File: src/hdl/mva_pkg.sv
package mva_pkg;

    localparam int VOICE_COUNT_DEF = 8;
    localparam int MAX_VOICES      = 32;
    localparam int IDX_MAX_W       = 5;
    localparam int NOTE_COUNT      = 128;

    localparam int NOTE_W     = 7;
    localparam int VALUE_W    = 7;
    localparam int CTRL_W     = 7;
    localparam int BEND_W     = 14;
    localparam int OFFSET_W   = 13;
    localparam int PITCH_W    = 16;
    localparam int PITCH_FRAC_W = 8;
    localparam int VOICE_W    = 3;
    localparam int OSC_W      = 3;
    localparam int MODE_W     = 2;
    localparam int KIND_W     = 2;

    localparam int IN_DATA_W  = 40;
    localparam int OUT_DATA_W = 32;
    localparam int OUT_PAD_W  = OUT_DATA_W - VOICE_W - VALUE_W - PITCH_W - OSC_W;

    localparam int BEND_OFF_MAX = 3072;

    localparam logic [CTRL_W-1:0]  CC_SUSTAIN = 7'd64;
    localparam logic [CTRL_W-1:0]  CC_OSC     = 7'd55;
    localparam logic [NOTE_W:0]    NOTE_A4    = 8'd69;

    localparam logic [VALUE_W-1:0] OSC_T1 = 7'd32;
    localparam logic [VALUE_W-1:0] OSC_T2 = 7'd64;
    localparam logic [VALUE_W-1:0] OSC_T3 = 7'd96;
    localparam logic [VALUE_W-1:0] OSC_T4 = 7'd127;

    typedef enum logic [MODE_W-1:0] {
        MODE_NOTE_ON  = 2'd0,
        MODE_NOTE_OFF = 2'd1,
        MODE_BEND     = 2'd2,
        MODE_CC       = 2'd3
    } t_mode;

    typedef enum logic [KIND_W-1:0] {
        KIND_START    = 2'd0,
        KIND_GATE_OFF = 2'd1,
        KIND_PITCH    = 2'd2,
        KIND_OSC      = 2'd3
    } t_kind;

    typedef struct packed {
        t_kind                     kind;
        logic [VOICE_W-1:0]        voice;
        logic [VALUE_W-1:0]        gain;
        logic signed [PITCH_W-1:0] pitch;
        logic [OSC_W-1:0]          osc;
        logic                      last;
    } t_result;

    function automatic logic [IDX_MAX_W-1:0] lowest_index(input logic [MAX_VOICES-1:0] vec);
        logic [MAX_VOICES-1:0] low;
        logic [IDX_MAX_W-1:0]  idx;
        low = vec & (~vec + 1'b1);
        idx = '0;
        for (int i = 0; i < MAX_VOICES; i++) begin
            if (low[i]) begin
                idx = idx | IDX_MAX_W'(i);
            end
        end
        return idx;
    endfunction

    function automatic logic signed [PITCH_W-1:0] note_pitch(
        input logic [NOTE_W-1:0]          note,
        input logic signed [OFFSET_W-1:0] offset
    );
        logic signed [NOTE_W:0] semi;
        semi = signed'({1'b0, note}) - signed'(NOTE_A4);
        return signed'({semi, PITCH_FRAC_W'(0)}) + PITCH_W'(offset);
    endfunction

    // floor(value*4/127)
    function automatic logic [OSC_W-1:0] osc_from_value(input logic [VALUE_W-1:0] value);
        logic [OSC_W-1:0] osc;
        if (value >= OSC_T4) begin
            osc = 3'd4;
        end else if (value >= OSC_T3) begin
            osc = 3'd3;
        end else if (value >= OSC_T2) begin
            osc = 3'd2;
        end else if (value >= OSC_T1) begin
            osc = 3'd1;
        end else begin
            osc = 3'd0;
        end
        return osc;
    endfunction

endpackage

File: src/hdl/mva_bend_conv.sv
module mva_bend_conv (
    input  logic                                  i_clk,
    input  logic                                  i_rst_n,
    input  logic                                  i_start,
    input  logic signed [mva_pkg::BEND_W-1:0]     i_bend,
    output logic                                  o_done,
    output logic signed [mva_pkg::OFFSET_W-1:0]   o_offset
);

    localparam int SHIFT = 14;
    localparam int DIV   = 2 ** SHIFT - 1;
    localparam int HALF  = (DIV - 1) / 2;
    localparam int SCALE = mva_pkg::BEND_OFF_MAX;
    localparam int NUM_W = 26;
    localparam int SUM_W = NUM_W + 1;
    localparam int Q_W   = mva_pkg::OFFSET_W;

    logic                  r_v1, r_v2, r_v3;
    logic                  r_neg1, r_neg2;
    logic [NUM_W-1:0]      r_x1, r_x2;
    logic [Q_W-1:0]        r_e2;
    logic signed [Q_W-1:0] r_off;

    logic [mva_pkg::BEND_W-1:0] w_mag;
    logic [NUM_W-1:0]           w_x;
    logic [SUM_W-1:0]           w_sum;
    logic [SUM_W-1:0]           w_rem;
    logic [Q_W-1:0]             w_q;

    // |2*bend+1|, scaled and biased for round to nearest
    assign w_mag = {(i_bend[mva_pkg::BEND_W-1] ? ~i_bend[mva_pkg::BEND_W-2:0]
                                               : i_bend[mva_pkg::BEND_W-2:0]), 1'b1};
    assign w_x   = NUM_W'(w_mag) * NUM_W'(SCALE) + NUM_W'(HALF);

    // quotient estimate by 1/(2^14-1), low by at most one
    assign w_sum = SUM_W'(r_x1) + SUM_W'(r_x1 >> SHIFT);
    assign w_rem = SUM_W'(r_x2) - (SUM_W'(r_e2) << SHIFT) + SUM_W'(r_e2);
    assign w_q   = (w_rem >= SUM_W'(DIV)) ? r_e2 + 1'b1 : r_e2;

    always_ff @(posedge i_clk) begin
        if (!i_rst_n) begin
            r_v1 <= 1'b0;
            r_v2 <= 1'b0;
            r_v3 <= 1'b0;
        end else begin
            r_v1 <= i_start;
            r_v2 <= r_v1;
            r_v3 <= r_v2;
        end
    end

    always_ff @(posedge i_clk) begin
        r_x1   <= w_x;
        r_neg1 <= i_bend[mva_pkg::BEND_W-1];
        r_x2   <= r_x1;
        r_neg2 <= r_neg1;
        r_e2   <= Q_W'(w_sum >> SHIFT);
        r_off  <= r_neg2 ? -signed'(w_q) : signed'(w_q);
    end

    assign o_done   = r_v3;
    assign o_offset = r_off;

endmodule

File: src/hdl/midi_voice_allocator_top.sv
// MIDI voice allocator: maps note, bend and controller events onto a bank of synth voices.
// Input stream: one item per MIDI event, tuser carries the event mode, tdata the fields.
// Output stream: zero or more update items per event, tlast marks the final one.
// A note on takes the lowest free voice, a note off closes it or marks it held while the
// sustain pedal is down, pedal release closes every held voice, a bend re-sends the pitch
// of every busy voice, controller 55 broadcasts an oscillator select.
// Events are handled one at a time by a sequencer around two memories with registered reads:
// a single-port note to voice map and a voice to note memory with separate read and write addresses.
// A pitch bend runs through the three-stage bend converter, then one memory read per busy voice.
// For a note on, the result passes through the decode and emit states into the output register.
// Reset clears all voices, the pedal, the bend and the map valid bits; no clearing pass.
// A stalled receiver holds the output register; the sequencer waits for it to drain
// before placing the next result and takes no new event until the current one is done.
module midi_voice_allocator_top #(
    parameter int VOICE_COUNT = mva_pkg::VOICE_COUNT_DEF
) (
    input  logic                               i_clk,
    input  logic                               i_rst_n,
    input  logic                               i_s_tvalid,
    output logic                               o_s_tready,
    input  logic [mva_pkg::IN_DATA_W-1:0]      i_s_tdata,  // note, value, control, bend
    input  logic [mva_pkg::MODE_W-1:0]         i_s_tuser,  // mode
    output logic                               o_m_tvalid,
    input  logic                               i_m_tready,
    output logic [mva_pkg::OUT_DATA_W-1:0]     o_m_tdata,  // voice, gain, pitch, osc
    output logic [mva_pkg::KIND_W-1:0]         o_m_tuser,  // kind
    output logic                               o_m_tlast
);

    localparam int VW = (VOICE_COUNT > 1) ? $clog2(VOICE_COUNT) : 1;
    localparam int NW = mva_pkg::NOTE_W;
    localparam int NOTE_AW = $clog2(mva_pkg::NOTE_COUNT);

    localparam int NOTE_LO  = 0;
    localparam int VALUE_LO = NOTE_LO + mva_pkg::NOTE_W;
    localparam int CTRL_LO  = VALUE_LO + mva_pkg::VALUE_W;
    localparam int BEND_LO  = CTRL_LO + mva_pkg::CTRL_W;

    typedef enum logic [7:0] {
        S_IDLE    = 8'b0000_0001,
        S_DECODE  = 8'b0000_0010,
        S_MAPRD   = 8'b0000_0100,
        S_OFFCHK  = 8'b0000_1000,
        S_BEND    = 8'b0001_0000,
        S_SCAN    = 8'b0010_0000,
        S_RDVOICE = 8'b0100_0000,
        S_EMIT    = 8'b1000_0000
    } t_state;

    t_state r_state, n_state;

    mva_pkg::t_mode                       r_mode;
    logic [NW-1:0]                        r_note;
    logic [mva_pkg::VALUE_W-1:0]          r_value;
    logic [mva_pkg::CTRL_W-1:0]           r_control;
    logic signed [mva_pkg::BEND_W-1:0]    r_bend;

    logic [VOICE_COUNT-1:0]               r_busy, n_busy;
    logic [VOICE_COUNT-1:0]               r_held, n_held;
    logic [VOICE_COUNT-1:0]               r_todo, n_todo;
    logic                                 r_pedal, n_pedal;
    logic                                 r_scan_held, n_scan_held;
    logic signed [mva_pkg::OFFSET_W-1:0]  r_bend_off, n_bend_off;
    logic [VW-1:0]                        r_vidx, n_vidx;
    mva_pkg::t_result                     r_res, n_res;
    logic                                 r_more, n_more;

    mva_pkg::t_result                     r_out;
    logic                                 r_out_valid;

    logic [VW-1:0]                        m_map [mva_pkg::NOTE_COUNT];
    logic [mva_pkg::NOTE_COUNT-1:0]       r_map_vld;
    logic [VW-1:0]                        r_map_rd;
    logic                                 r_map_ok;

    logic [NW-1:0]                        m_vnote [VOICE_COUNT];
    logic [NW-1:0]                        r_vnote_rd;

    logic                                 w_map_we;
    logic                                 w_vn_we;
    logic [VW-1:0]                        w_vn_addr;
    logic [VOICE_COUNT-1:0]               w_free_vec;
    logic [VW-1:0]                        w_free_idx;
    logic                                 w_free_any;
    logic [VW-1:0]                        w_todo_idx;
    logic                                 w_todo_any;
    logic [VOICE_COUNT-1:0]               w_todo_rest;
    logic                                 w_out_free;
    logic                                 w_map_hit;
    logic                                 w_conv_start;
    logic                                 w_conv_done;
    logic signed [mva_pkg::OFFSET_W-1:0]  w_conv_offset;

    assign o_s_tready  = (r_state == S_IDLE);
    assign w_out_free  = !r_out_valid || i_m_tready;

    assign w_free_vec  = ~r_busy;
    assign w_free_any  = |w_free_vec;
    assign w_free_idx  = VW'(mva_pkg::lowest_index(mva_pkg::MAX_VOICES'(w_free_vec)));
    assign w_todo_any  = |r_todo;
    assign w_todo_idx  = VW'(mva_pkg::lowest_index(mva_pkg::MAX_VOICES'(r_todo)));
    assign w_todo_rest = r_todo & ~(VOICE_COUNT'(1) << w_todo_idx);

    assign w_map_hit = r_map_ok && ((VW + 1)'(r_map_rd) < (VW + 1)'(VOICE_COUNT))
                       && r_busy[r_map_rd] && !r_held[r_map_rd];

    always_comb begin
        unique case (r_state)
            S_MAPRD: w_vn_addr = r_map_rd;
            S_SCAN:  w_vn_addr = w_todo_idx;
            default: w_vn_addr = r_vidx;
        endcase
    end

    mva_bend_conv u_bend_conv (
        .i_clk    (i_clk),
        .i_rst_n  (i_rst_n),
        .i_start  (w_conv_start),
        .i_bend   (r_bend),
        .o_done   (w_conv_done),
        .o_offset (w_conv_offset)
    );

    always_comb begin
        n_state      = r_state;
        n_busy       = r_busy;
        n_held       = r_held;
        n_todo       = r_todo;
        n_pedal      = r_pedal;
        n_scan_held  = r_scan_held;
        n_bend_off   = r_bend_off;
        n_vidx       = r_vidx;
        n_res        = r_res;
        n_more       = r_more;
        w_map_we     = 1'b0;
        w_vn_we      = 1'b0;
        w_conv_start = 1'b0;
        unique case (r_state)
            S_IDLE: begin
                if (i_s_tvalid) begin
                    n_state = S_DECODE;
                end
            end
            S_DECODE: begin
                unique case (r_mode)
                    mva_pkg::MODE_NOTE_ON: begin
                        if (w_free_any) begin
                            w_map_we           = 1'b1;
                            w_vn_we            = 1'b1;
                            n_busy[w_free_idx] = 1'b1;
                            n_held[w_free_idx] = 1'b0;
                            n_res              = '0;
                            n_res.kind         = mva_pkg::KIND_START;
                            n_res.voice        = mva_pkg::VOICE_W'(w_free_idx);
                            n_res.gain         = r_value;
                            n_res.pitch        = mva_pkg::note_pitch(r_note, r_bend_off);
                            n_res.last         = 1'b1;
                            n_more             = 1'b0;
                            n_state            = S_EMIT;
                        end else begin
                            n_state = S_IDLE;
                        end
                    end
                    mva_pkg::MODE_NOTE_OFF: begin
                        n_state = S_MAPRD;
                    end
                    mva_pkg::MODE_BEND: begin
                        w_conv_start = 1'b1;
                        n_state      = S_BEND;
                    end
                    mva_pkg::MODE_CC: begin
                        if (r_control == mva_pkg::CC_SUSTAIN) begin
                            if (r_value != '0) begin
                                n_pedal = 1'b1;
                                n_state = S_IDLE;
                            end else begin
                                n_pedal     = 1'b0;
                                n_todo      = r_held;
                                n_scan_held = 1'b1;
                                n_state     = S_SCAN;
                            end
                        end else if (r_control == mva_pkg::CC_OSC) begin
                            n_res      = '0;
                            n_res.kind = mva_pkg::KIND_OSC;
                            n_res.osc  = mva_pkg::osc_from_value(r_value);
                            n_res.last = 1'b1;
                            n_more     = 1'b0;
                            n_state    = S_EMIT;
                        end else begin
                            n_state = S_IDLE;
                        end
                    end
                    default: begin
                        n_state = S_IDLE;
                    end
                endcase
            end
            S_MAPRD: begin
                if (w_map_hit) begin
                    n_vidx  = r_map_rd;
                    n_state = S_OFFCHK;
                end else begin
                    n_state = S_IDLE;
                end
            end
            S_OFFCHK: begin
                if (r_vnote_rd == r_note) begin
                    if (r_pedal) begin
                        n_held[r_vidx] = 1'b1;
                        n_state        = S_IDLE;
                    end else begin
                        n_busy[r_vidx] = 1'b0;
                        n_res          = '0;
                        n_res.kind     = mva_pkg::KIND_GATE_OFF;
                        n_res.voice    = mva_pkg::VOICE_W'(r_vidx);
                        n_res.last     = 1'b1;
                        n_more         = 1'b0;
                        n_state        = S_EMIT;
                    end
                end else begin
                    n_state = S_IDLE;
                end
            end
            S_BEND: begin
                if (w_conv_done) begin
                    n_bend_off  = w_conv_offset;
                    n_todo      = r_busy;
                    n_scan_held = 1'b0;
                    n_state     = S_SCAN;
                end
            end
            S_SCAN: begin
                if (!w_todo_any) begin
                    n_state = S_IDLE;
                end else begin
                    n_todo = w_todo_rest;
                    n_vidx = w_todo_idx;
                    if (r_scan_held) begin
                        n_held[w_todo_idx] = 1'b0;
                        n_busy[w_todo_idx] = 1'b0;
                        n_res              = '0;
                        n_res.kind         = mva_pkg::KIND_GATE_OFF;
                        n_res.voice        = mva_pkg::VOICE_W'(w_todo_idx);
                        n_res.last         = (w_todo_rest == '0);
                        n_more             = 1'b1;
                        n_state            = S_EMIT;
                    end else begin
                        n_state = S_RDVOICE;
                    end
                end
            end
            S_RDVOICE: begin
                n_res       = '0;
                n_res.kind  = mva_pkg::KIND_PITCH;
                n_res.voice = mva_pkg::VOICE_W'(r_vidx);
                n_res.pitch = mva_pkg::note_pitch(r_vnote_rd, r_bend_off);
                n_res.last  = (r_todo == '0);
                n_more      = 1'b1;
                n_state     = S_EMIT;
            end
            S_EMIT: begin
                if (w_out_free) begin
                    n_state = r_more ? S_SCAN : S_IDLE;
                end
            end
            default: begin
                n_state = S_IDLE;
            end
        endcase
    end

    always_ff @(posedge i_clk) begin
        if (!i_rst_n) begin
            r_state     <= S_IDLE;
            r_busy      <= '0;
            r_held      <= '0;
            r_todo      <= '0;
            r_pedal     <= 1'b0;
            r_scan_held <= 1'b0;
            r_bend_off  <= '0;
            r_more      <= 1'b0;
            r_map_vld   <= '0;
            r_out_valid <= 1'b0;
        end else begin
            r_state     <= n_state;
            r_busy      <= n_busy;
            r_held      <= n_held;
            r_todo      <= n_todo;
            r_pedal     <= n_pedal;
            r_scan_held <= n_scan_held;
            r_bend_off  <= n_bend_off;
            r_more      <= n_more;
            if (w_map_we) begin
                r_map_vld[r_note] <= 1'b1;
            end
            if (r_state == S_EMIT && w_out_free) begin
                r_out_valid <= 1'b1;
            end else if (i_m_tready) begin
                r_out_valid <= 1'b0;
            end
        end
    end

    always_ff @(posedge i_clk) begin
        if (r_state == S_IDLE && i_s_tvalid) begin
            r_mode    <= mva_pkg::t_mode'(i_s_tuser);
            r_note    <= i_s_tdata[NOTE_LO +: mva_pkg::NOTE_W];
            r_value   <= i_s_tdata[VALUE_LO +: mva_pkg::VALUE_W];
            r_control <= i_s_tdata[CTRL_LO +: mva_pkg::CTRL_W];
            r_bend    <= signed'(i_s_tdata[BEND_LO +: mva_pkg::BEND_W]);
        end
        r_vidx <= n_vidx;
        r_res  <= n_res;
        if (r_state == S_EMIT && w_out_free) begin
            r_out <= r_res;
        end
    end

    // note to voice map
    always_ff @(posedge i_clk) begin
        if (w_map_we) begin
            m_map[NOTE_AW'(r_note)] <= w_free_idx;
        end
        r_map_rd <= m_map[NOTE_AW'(r_note)];
        r_map_ok <= r_map_vld[r_note];
    end

    // voice to note
    always_ff @(posedge i_clk) begin
        if (w_vn_we) begin
            m_vnote[w_free_idx] <= r_note;
        end
        r_vnote_rd <= m_vnote[w_vn_addr];
    end

    assign o_m_tvalid = r_out_valid;
    assign o_m_tdata  = {mva_pkg::OUT_PAD_W'(0), r_out.osc, r_out.pitch, r_out.gain,
                         r_out.voice};
    assign o_m_tuser  = r_out.kind;
    assign o_m_tlast  = r_out.last;

    a_held_is_busy: assert property (@(posedge i_clk) disable iff (!i_rst_n)
        (r_held & ~r_busy) == '0)
        else $error("held voice that is not busy");

    a_accept_decodes: assert property (@(posedge i_clk) disable iff (!i_rst_n)
        i_s_tvalid && o_s_tready |=> r_state == S_DECODE)
        else $error("accepted item not decoded");

    a_release_pedal_up: assert property (@(posedge i_clk) disable iff (!i_rst_n)
        r_state == S_SCAN && r_scan_held |-> !r_pedal)
        else $error("release scan with pedal down");

    a_bend_range: assert property (@(posedge i_clk) disable iff (!i_rst_n)
        r_bend_off >= -mva_pkg::BEND_OFF_MAX && r_bend_off <= mva_pkg::BEND_OFF_MAX)
        else $error("bend offset out of range");

    a_emit_loads: assert property (@(posedge i_clk) disable iff (!i_rst_n)
        r_state == S_EMIT && w_out_free |=> o_m_tvalid)
        else $error("result not placed in output register");

endmodule
File: config.mk
export PLATFORM = sky130hd
export DESIGN_NAME = midi_voice_allocator_top
export DESIGN_NICKNAME = d
export VERILOG_FILES = /design/src/hdl/mva_pkg.sv /design/src/hdl/mva_bend_conv.sv /design/src/hdl/midi_voice_allocator_top.sv
export SDC_FILE = /design/constraint.sdc
export NUM_CORES = 1
export LEC_CHECK = 0
export BUFFER_PORTS_ARGS = -buffer_cell sky130_fd_sc_hd__buf_4
export CAP_MARGIN = 20
export CORE_MARGIN = 2
export CORE_UTILIZATION = 45
export DETAILED_ROUTE_END_ITERATION = 10
export GPL_TIMING_DRIVEN = 0
export PLACE_DENSITY = 0.67
export SLEW_MARGIN = 20
export SYNTH_ARGS = -nofsm -noshare
export SYNTH_HDL_FRONTEND = slang
export SYNTH_SLANG_ARGS = --single-unit
File: constraint.sdc
create_clock -name i_clk -period 12.7 [get_ports i_clk]
set_input_delay 0.635 -clock i_clk [delete_from_list [all_inputs] [get_ports i_clk]]
set_output_delay 0.635 -clock i_clk [all_outputs]
set_load 0.02 [all_outputs]
# Yosys cells after proc, flatten, opt, wreduce, memory -nomap -nowiden
# Memories as Yosys holds them, arrays and structs flattened. A register that Yosys moved wholly into a read port is not among the register bits.
# Cells that the tools add are included.
[totals]
n_memories = 2
register_bits = 365
latchBits = 0
wordCells = 429
mem_bits_rw = 440
mem_bits_ro = 0
output_inout_bits = 37
[memory_table]
columns = ["name", "depth", "width", "read_ports", "rd_clocked_by_memory_dff", "wr", "line_no", "rtl"]
rows = [
  ["m_map", 128, 3, 1, 1, 1, "midi_voice_allocator_top.sv:71", "logic [VW-1:0] m_map [mva_pkg::NOTE_COUNT];"],
  ["m_vnote", 8, 7, 1, 1, 1, "midi_voice_allocator_top.sv:76", "logic [NW-1:0] m_vnote [VOICE_COUNT];"],
]
[classes]
mul = 1
reduce_logical = 32
bitwise = 18
magnitude_cmp = 14
addsub = 12
div = 0
shifts = 1
n_eq_ne = 34
n_mux = 277
[op_table]
columns = ["op", "n"]
rows = [
  ["32-bit 2-to-1 mux", 21],
  ["8-bit 2-to-1 mux", 74],
  ["128-bit 2-to-1 mux", 2],
  ["3-bit 2-to-1 mux", 45],
  ["128-bit OR", 1],
  ["32-bit one-hot mux with 4 select lines", 1],
  ["5-bit 2-to-1 mux", 16],
  ["8-bit one-hot mux with 3 select lines", 3],
  ["1-bit 2-to-1 mux", 68],
  ["4-bit 2-to-1 mux", 17],
  ["13-bit 2-to-1 mux", 5],
  ["32-bit by 1-bit adder with 32-bit output (second input constant)", 2],
  ["8-bit by 32-bit bitwise AND with 32-bit output", 2],
  ["8-bit NOT with 32-bit output", 2],
  ["32-bit one-hot mux with 2 select lines", 1],
  ["8-bit one-hot mux with 8 select lines", 1],
  ["8-bit bitwise AND", 5],
  ["8-bit NOT", 5],
  ["16-bit by 13-bit adder with 16-bit output", 2],
  ["8-bit one-hot mux with 4 select lines", 1],
  ["26-bit by 12-bit adder with 27-bit output", 1],
  ["27-bit by 13-bit adder with 27-bit output", 1],
  ["27-bit by 14-bit greater-or-equal comparator with 1-bit output (second input constant)", 1],
  ["26-bit by 27-bit subtractor with 27-bit output", 1],
  ["57 further kinds", 111],
]

# Depth between registers and ports, before layout
[depth]
depth_word = 46
mapped_depth = 22
mapped_depth_nobuf = 20

# Modules after synthesis
# From an unflattened synthesis, not the netlist that was laid out.
[hier_totals]
hier_cells = 2823
area_unflattened_um2 = 34660.7
[by_module_without_submodules]
columns = ["mod", "cells_per_inst", "instances", "seq_area_each_um2", "area_per_inst_um2"]
rows = [
  ["midi_voice_allocator_top", 2166, 1, 20099.3, 29195.5],
  ["mva_bend_conv", 657, 1, 1221.2, 5465.2],
]

# Worst setup path after synthesis
# OpenSTA, ideal clock, no wires.
[synth_timing]
path_kind = "register -> register"
from = "register r_busy[5]"
to = "memory m_map[0][2] (netlist name), data pin"
setup_ps = 966
path_buffers = 1
setup_slack_ps = 7395
required_time_ps = 11734
arrival_ps = 4339
stages_incl_launch_ff = 3
cell_sequence = "dfxtp_1 > clkbuf_1 > a41oi_1"
[synth_between]
elab_chain_len = 27
[synth_rtl]
columns = ["item", "line_no", "rtl"]
rows = [
  ["start, declared", "midi_voice_allocator_top.sv:58", "logic [VOICE_COUNT-1:0] r_busy, n_busy;"],
  ["start signal, assigned", "midi_voice_allocator_top.sv:286", "r_busy <= n_busy;"],
  ["8-bit NOT *", "midi_voice_allocator_top.sv:97", "assign w_free_vec = ~r_busy;"],
  ["8-bit NOT with 32-bit output", "mva_pkg.sv:61", "low = vec & (~vec + 1'b1);"],
  ["32-bit by 1-bit adder with 32-bit output", "mva_pkg.sv:61", ""],
  ["8-bit by 32-bit bitwise AND with 32-bit output *", "mva_pkg.sv:61", ""],
  ["3-bit 2-to-1 mux (3 in a row)", "mva_pkg.sv:64", "if (low[i]) begin"],
  ["4-bit 2-to-1 mux (8 in a row)", "mva_pkg.sv:64", ""],
  ["5-bit 2-to-1 mux (8 in a row)", "mva_pkg.sv:64", ""],
  ["3-bit 2-to-1 mux (3 in a row)", "mva_pkg.sv:64", ""],
  ["3-bit 2-to-1 mux *", "mva_pkg.sv:64", ""],
  ["net w_free_idx[2]", "midi_voice_allocator_top.sv:83", "logic [VW-1:0] w_free_idx;"],
  ["end, declared", "midi_voice_allocator_top.sv:71", ""],
]
# The timed path passes the listed nets; every way through them passes the cells marked *.

# Worst setup path after layout
[layout_timing]
from = "register u_bend_conv.r_e2[6]"
to = "register u_bend_conv.r_off[10], in the netlist u_bend_conv.o_offset[10]"
[layout_between]
elab_chain_len = 6
elab_cells_between_ends = 7
classes_between = "add/sub (4); order compare (1); mux (2)"
[layout_rtl]
columns = ["item", "line_no", "rtl"]
rows = [
  ["start, declared", "mva_bend_conv.sv:21", "logic [Q_W-1:0] r_e2;"],
  ["start signal, assigned", "mva_bend_conv.sv:57", "r_e2 <= Q_W'(w_sum >> SHIFT);"],
  ["26-bit by 27-bit subtractor with 27-bit output", "mva_bend_conv.sv:37", "assign w_rem = SUM_W'(r_x2) - (SUM_W'(r_e2) << SHIFT) + SUM_W'(r_e2);"],
  ["27-bit by 13-bit adder with 27-bit output", "mva_bend_conv.sv:37", ""],
  ["27-bit by 14-bit greater-or-equal comparator with 1-bit output", "mva_bend_conv.sv:38", "assign w_q = (w_rem >= SUM_W'(DIV)) ? r_e2 + 1'b1 : r_e2;"],
  ["13-bit 2-to-1 mux *", "mva_bend_conv.sv:38", ""],
  ["13-bit negator", "mva_bend_conv.sv:58", "r_off <= r_neg2 ? -signed'(w_q) : signed'(w_q);"],
  ["13-bit 2-to-1 mux *", "mva_bend_conv.sv:58", ""],
  ["end signal, assigned", "mva_bend_conv.sv:58", ""],
  ["end, declared", "mva_bend_conv.sv:22", "logic signed [Q_W-1:0] r_off;"],
]
# Mark *: on every way between the ends. The rest lies on a longest branch, timed or not.
# A chain may end at the register's enable or synchronous reset.

==> summary.txt <==
Critical path
  • Crit Path Max Fanout: 10
  • Max incr delay on CP: around 0.4 ns
  • CP cell instances: clkbuf_1 > inv_1 > ha_1 > ha_1 > ha_1 > buf_2 > and3_1 > nand4_1 > o211a_1 > or3_1 > a2111oi_2 > o2111a_2 > and3_1 > buf_6 > nand2_1 > nor2_1 > a21oi_1 > ha_1 > and3_1 > a32oi_2 > o31ai_1 > xor2_1
  • Crit Path Class: reg2reg
  • Critical Path Start: u_bend_conv.r_e2[6]
  • Critical path's slowest cell: dfxtp_1
  • Crit-path most repeated cell: ha_1
  • WP data required: 13.19 ns
  • Crit. End Element: register
  • Worst R2R End: u_bend_conv.o_offset[10]
  • Reg2reg start: u_bend_conv.r_e2[6]
  • Crit path DAT: a little over 6 ns
  • Critical Path Start Type: register
  • Reg2Reg Depth: 22
  • Reg2reg setup slack: between 7 and 8 ns

Power and ir drop
  • Peak supply drop: roughly 0.00016 V
  • Final Power: 6810 uW
  • PD cells: 174 nW/um^2
  • Leak: 0.0135 uW

Drt
  • Iteration-0 DRC Markers: between 3000 and 4000
  • DRT Pass-1 Iters: 6
  • Antenna viol nets, final: 0
  • Vias: roughly 25000
  • WL final: a little under 100000 um
  • Remaining DRCs: 0
  • Drt wl/cell: about 24 um
  • Average vias per placed instance: roughly 6.1

Clock tree
  • Skew-Pair Late Insertion Delay: 0.64 ns
  • Clk sink count: between 700 and 800
  • Post-cts hold buffer count: 0
  • Reg clk slew, reported paths: 0.06 ns
  • Post-CTS Setup Bufs: 0
  • CTS resizes: 0
  • CTS root buf: clkbuf_16
  • CTS Buf Count: between 80 and 90
  • CTS tree: built
  • # H-tree levels: 3
  • Bufs on Longest Clock Path: 3

Global route
  • First-pass GRT wire length: 148000 um
  • GRT Util Overall: 24.9%
  • Initial antenna violation count: 1
  • Vias in the first global route: about 25000
  • Congestion Overflow GR: 0
  • Largest net degree at the start of global routing: 67

Yosys
  • Post-synth EDFFs: about 540
  • Synth top area share: between 40% and 50%
  • Synth Warn #: 0
  • Area leader, netlist: edfxtp_1
  • Register area share after synthesis: a little over three fifths
  • Synth Register Bits: 793
  • Asr flop ratio synth: 0%
  • Dominant synthesized flop cell: edfxtp_1
  • Most frequent cell after synthesis: edfxtp_1
  • Post-synth top cells: 544 x edfxtp_1, 530 x nor2_1, 249 x dfxtp_1
  • Syn_area_per_cell: 11.7 sq um
  • Syn Inst Count: 2911
  • Post-Syn Area: about 34000 sq um
  • Top area cells in the synthesized netlist: edfxtp_1 48%, dfxtp_1 15%, nor2_1 5.9%
  • Yosys cell types: just over 90

Layout
  • Fillers: 6346
  • N_diodes: 0
  • Non-Filler Instances: 4134
  • Nets: 3237
  • Layout cells sized above 1: under 10%
  • Area grow syn2layout: 15.2%
  • Design area: 39100 sq um

Floorplanning
  • Cell row count: 100
  • IO Pins: 83
  • Die width: approximately 280 um
  • Die Height: between 200 and 300 um
  • Initial core utilization: between 40% and 50%
  • Die ar.: 77700 sq um
  • Core ar.: between 70000 and 80000 sq um

Timing
  • Setup Viol. Count Final: 0
  • Rel. slew slack: around a fifth
  • Final Skew: 0.0346 ns
  • Final worst setup slack: between 7 and 8 ns
  • Final Slew Violations: 0
  • Actual slew at the worst max-slew pin: about 1.2 ns
  • Hold Vio Cnt, Final: 0
  • Final period utilization: 44.6%
  • Fmax: approximately 180 MHz
  • Setup TNS: 0 ns
  • Post-layout min period: 5.66 ns
  • Unrepaired setup endpoints after global routing: no

Placed design
  • Routability Congestion: 0.936
  • Placed Area: ~36000 sq um
  • Hpwl dp: a little under 70000 um
  • Pre-CTS WS: 7.07 ns
  • # port buffers: 74
  • Placed cells: around 4000

Min path
  • Hold Path Origin: i_s_tdata[2]
  • Hold EP: r_note[2]
  • Hold path cells: 1
  • Hold Path Class: in2reg

Flow run
  • Max-cap violations: 0

Status
  • Status: finished clean
-- worst max-delay path: cells and delay by family, from the launching register on --
kind	cells	cell delay (ns)
AOI/OAI and AO/OA	6	1.51
xor gates and xnor gates	1	0.17
adders and majority gates	4	1.13
buffers and inverters	4	0.84
DFF	1	0.41
and+or+nand+nor	7	1.47
-- how the worst max path moves through the flow --
stage                                          end  depth (start not counted)
after floorplan                        m_map[0][2]                          2
after global placement               m_map[110][2]                          2
after detailed placement  u_bend_conv.o_offset[10]                         22
after CTS                 u_bend_conv.o_offset[10]                         22
after global routing      u_bend_conv.o_offset[10]                         22
final                     u_bend_conv.o_offset[10]                         22
-- flip-flops by register name, indices dropped and copies added (netlist names), 8 cells and up --
signal                count
m_map                   384
r_map_vld               128
m_vnote                  56
r_res                    32
o_m_tdata                29
u_bend_conv.r_x1         15
u_bend_conv.r_x2         15
r_bend                   14
r_bend_off               13
u_bend_conv.o_offset     13
u_bend_conv.r_e2         13
r_busy                    8
r_held                    8
r_state                   8
r_todo                    8
-- layout by cell type (no fill, tap or decap), types with 24 or more instances in the layout --
cell type	instances
inv_1	64
o21ai_1	24
a21oi_1	97
a31oi_1	27
a22o_1	38
xor2_1	37
ha_1	93
dfxtp_1	249
a221oi_1	42
clkbuf_16	84
nand3_1	52
o21ai_0	69
nor2_1	528
a22oi_1	192
o211ai_1	30
edfxtp_1	544
nor3_1	33
clkbuf_1	149
nand4_1	80
buf_4	81
nand2_1	146
xnor2_1	70
-- per-layer routing --
| metal | wire length (um) | vias up | global-route usage [%] |
|---|---|---|---|
| met5 | 14 | - | 0 |
| met4 | 4040 | 2 | 9.98 |
| met3 | 9820 | 277 | 5.03 |
| met2 | 45200 | 1461 | 39.5 |
| met1 | 39400 | 12363 | 33.6 |
| li1 | - | 11309 | - |
-- layout make-up --
cell class / count / area (sq um) / share of cell area [%]
sequential: 793 / 21300 / 54.5
timing repair buffer: 96 / 946 / 2.42
clock inverter: 51 / 597 / 1.53
tap: 969 / 1210 / 3.10
multi-input combinational: 1891 / 11900 / 30.3
inverter: 69 / 259 / 0.662
clock buffer: 105 / 2280 / 5.84
buffer: 160 / 626 / 1.60
-- cell families after synthesis --
logic type,synth area share [%]
other,0.0110
buffers and inverters,2.60
adder cells (fa/ha/maj),3.66
multiplexers,0.339
XOR/XNOR,2.83
AND/OR/NAND/NOR,13.4
AO/OA/AOI/OAI,14.4
flip-flops,62.8
-- report_power, final --
part | switching, uW | internal (uW) | total [uW]
clock | 1040 | 1490 | 2530
combinational | 898 | 502 | 1400
sequential | 70.4 | 2810 | 2880
-- per-stage QoR --
step,hold WS (ns),util (%)
after floorplan,0.310,-
after global placement,0.311,47.9
after detailed placement,0.318,48.5
after CTS,0.144,52.4
after global routing,0.152,52.4
final,0.172,52.4
Power figures use the tool's default switching activity.
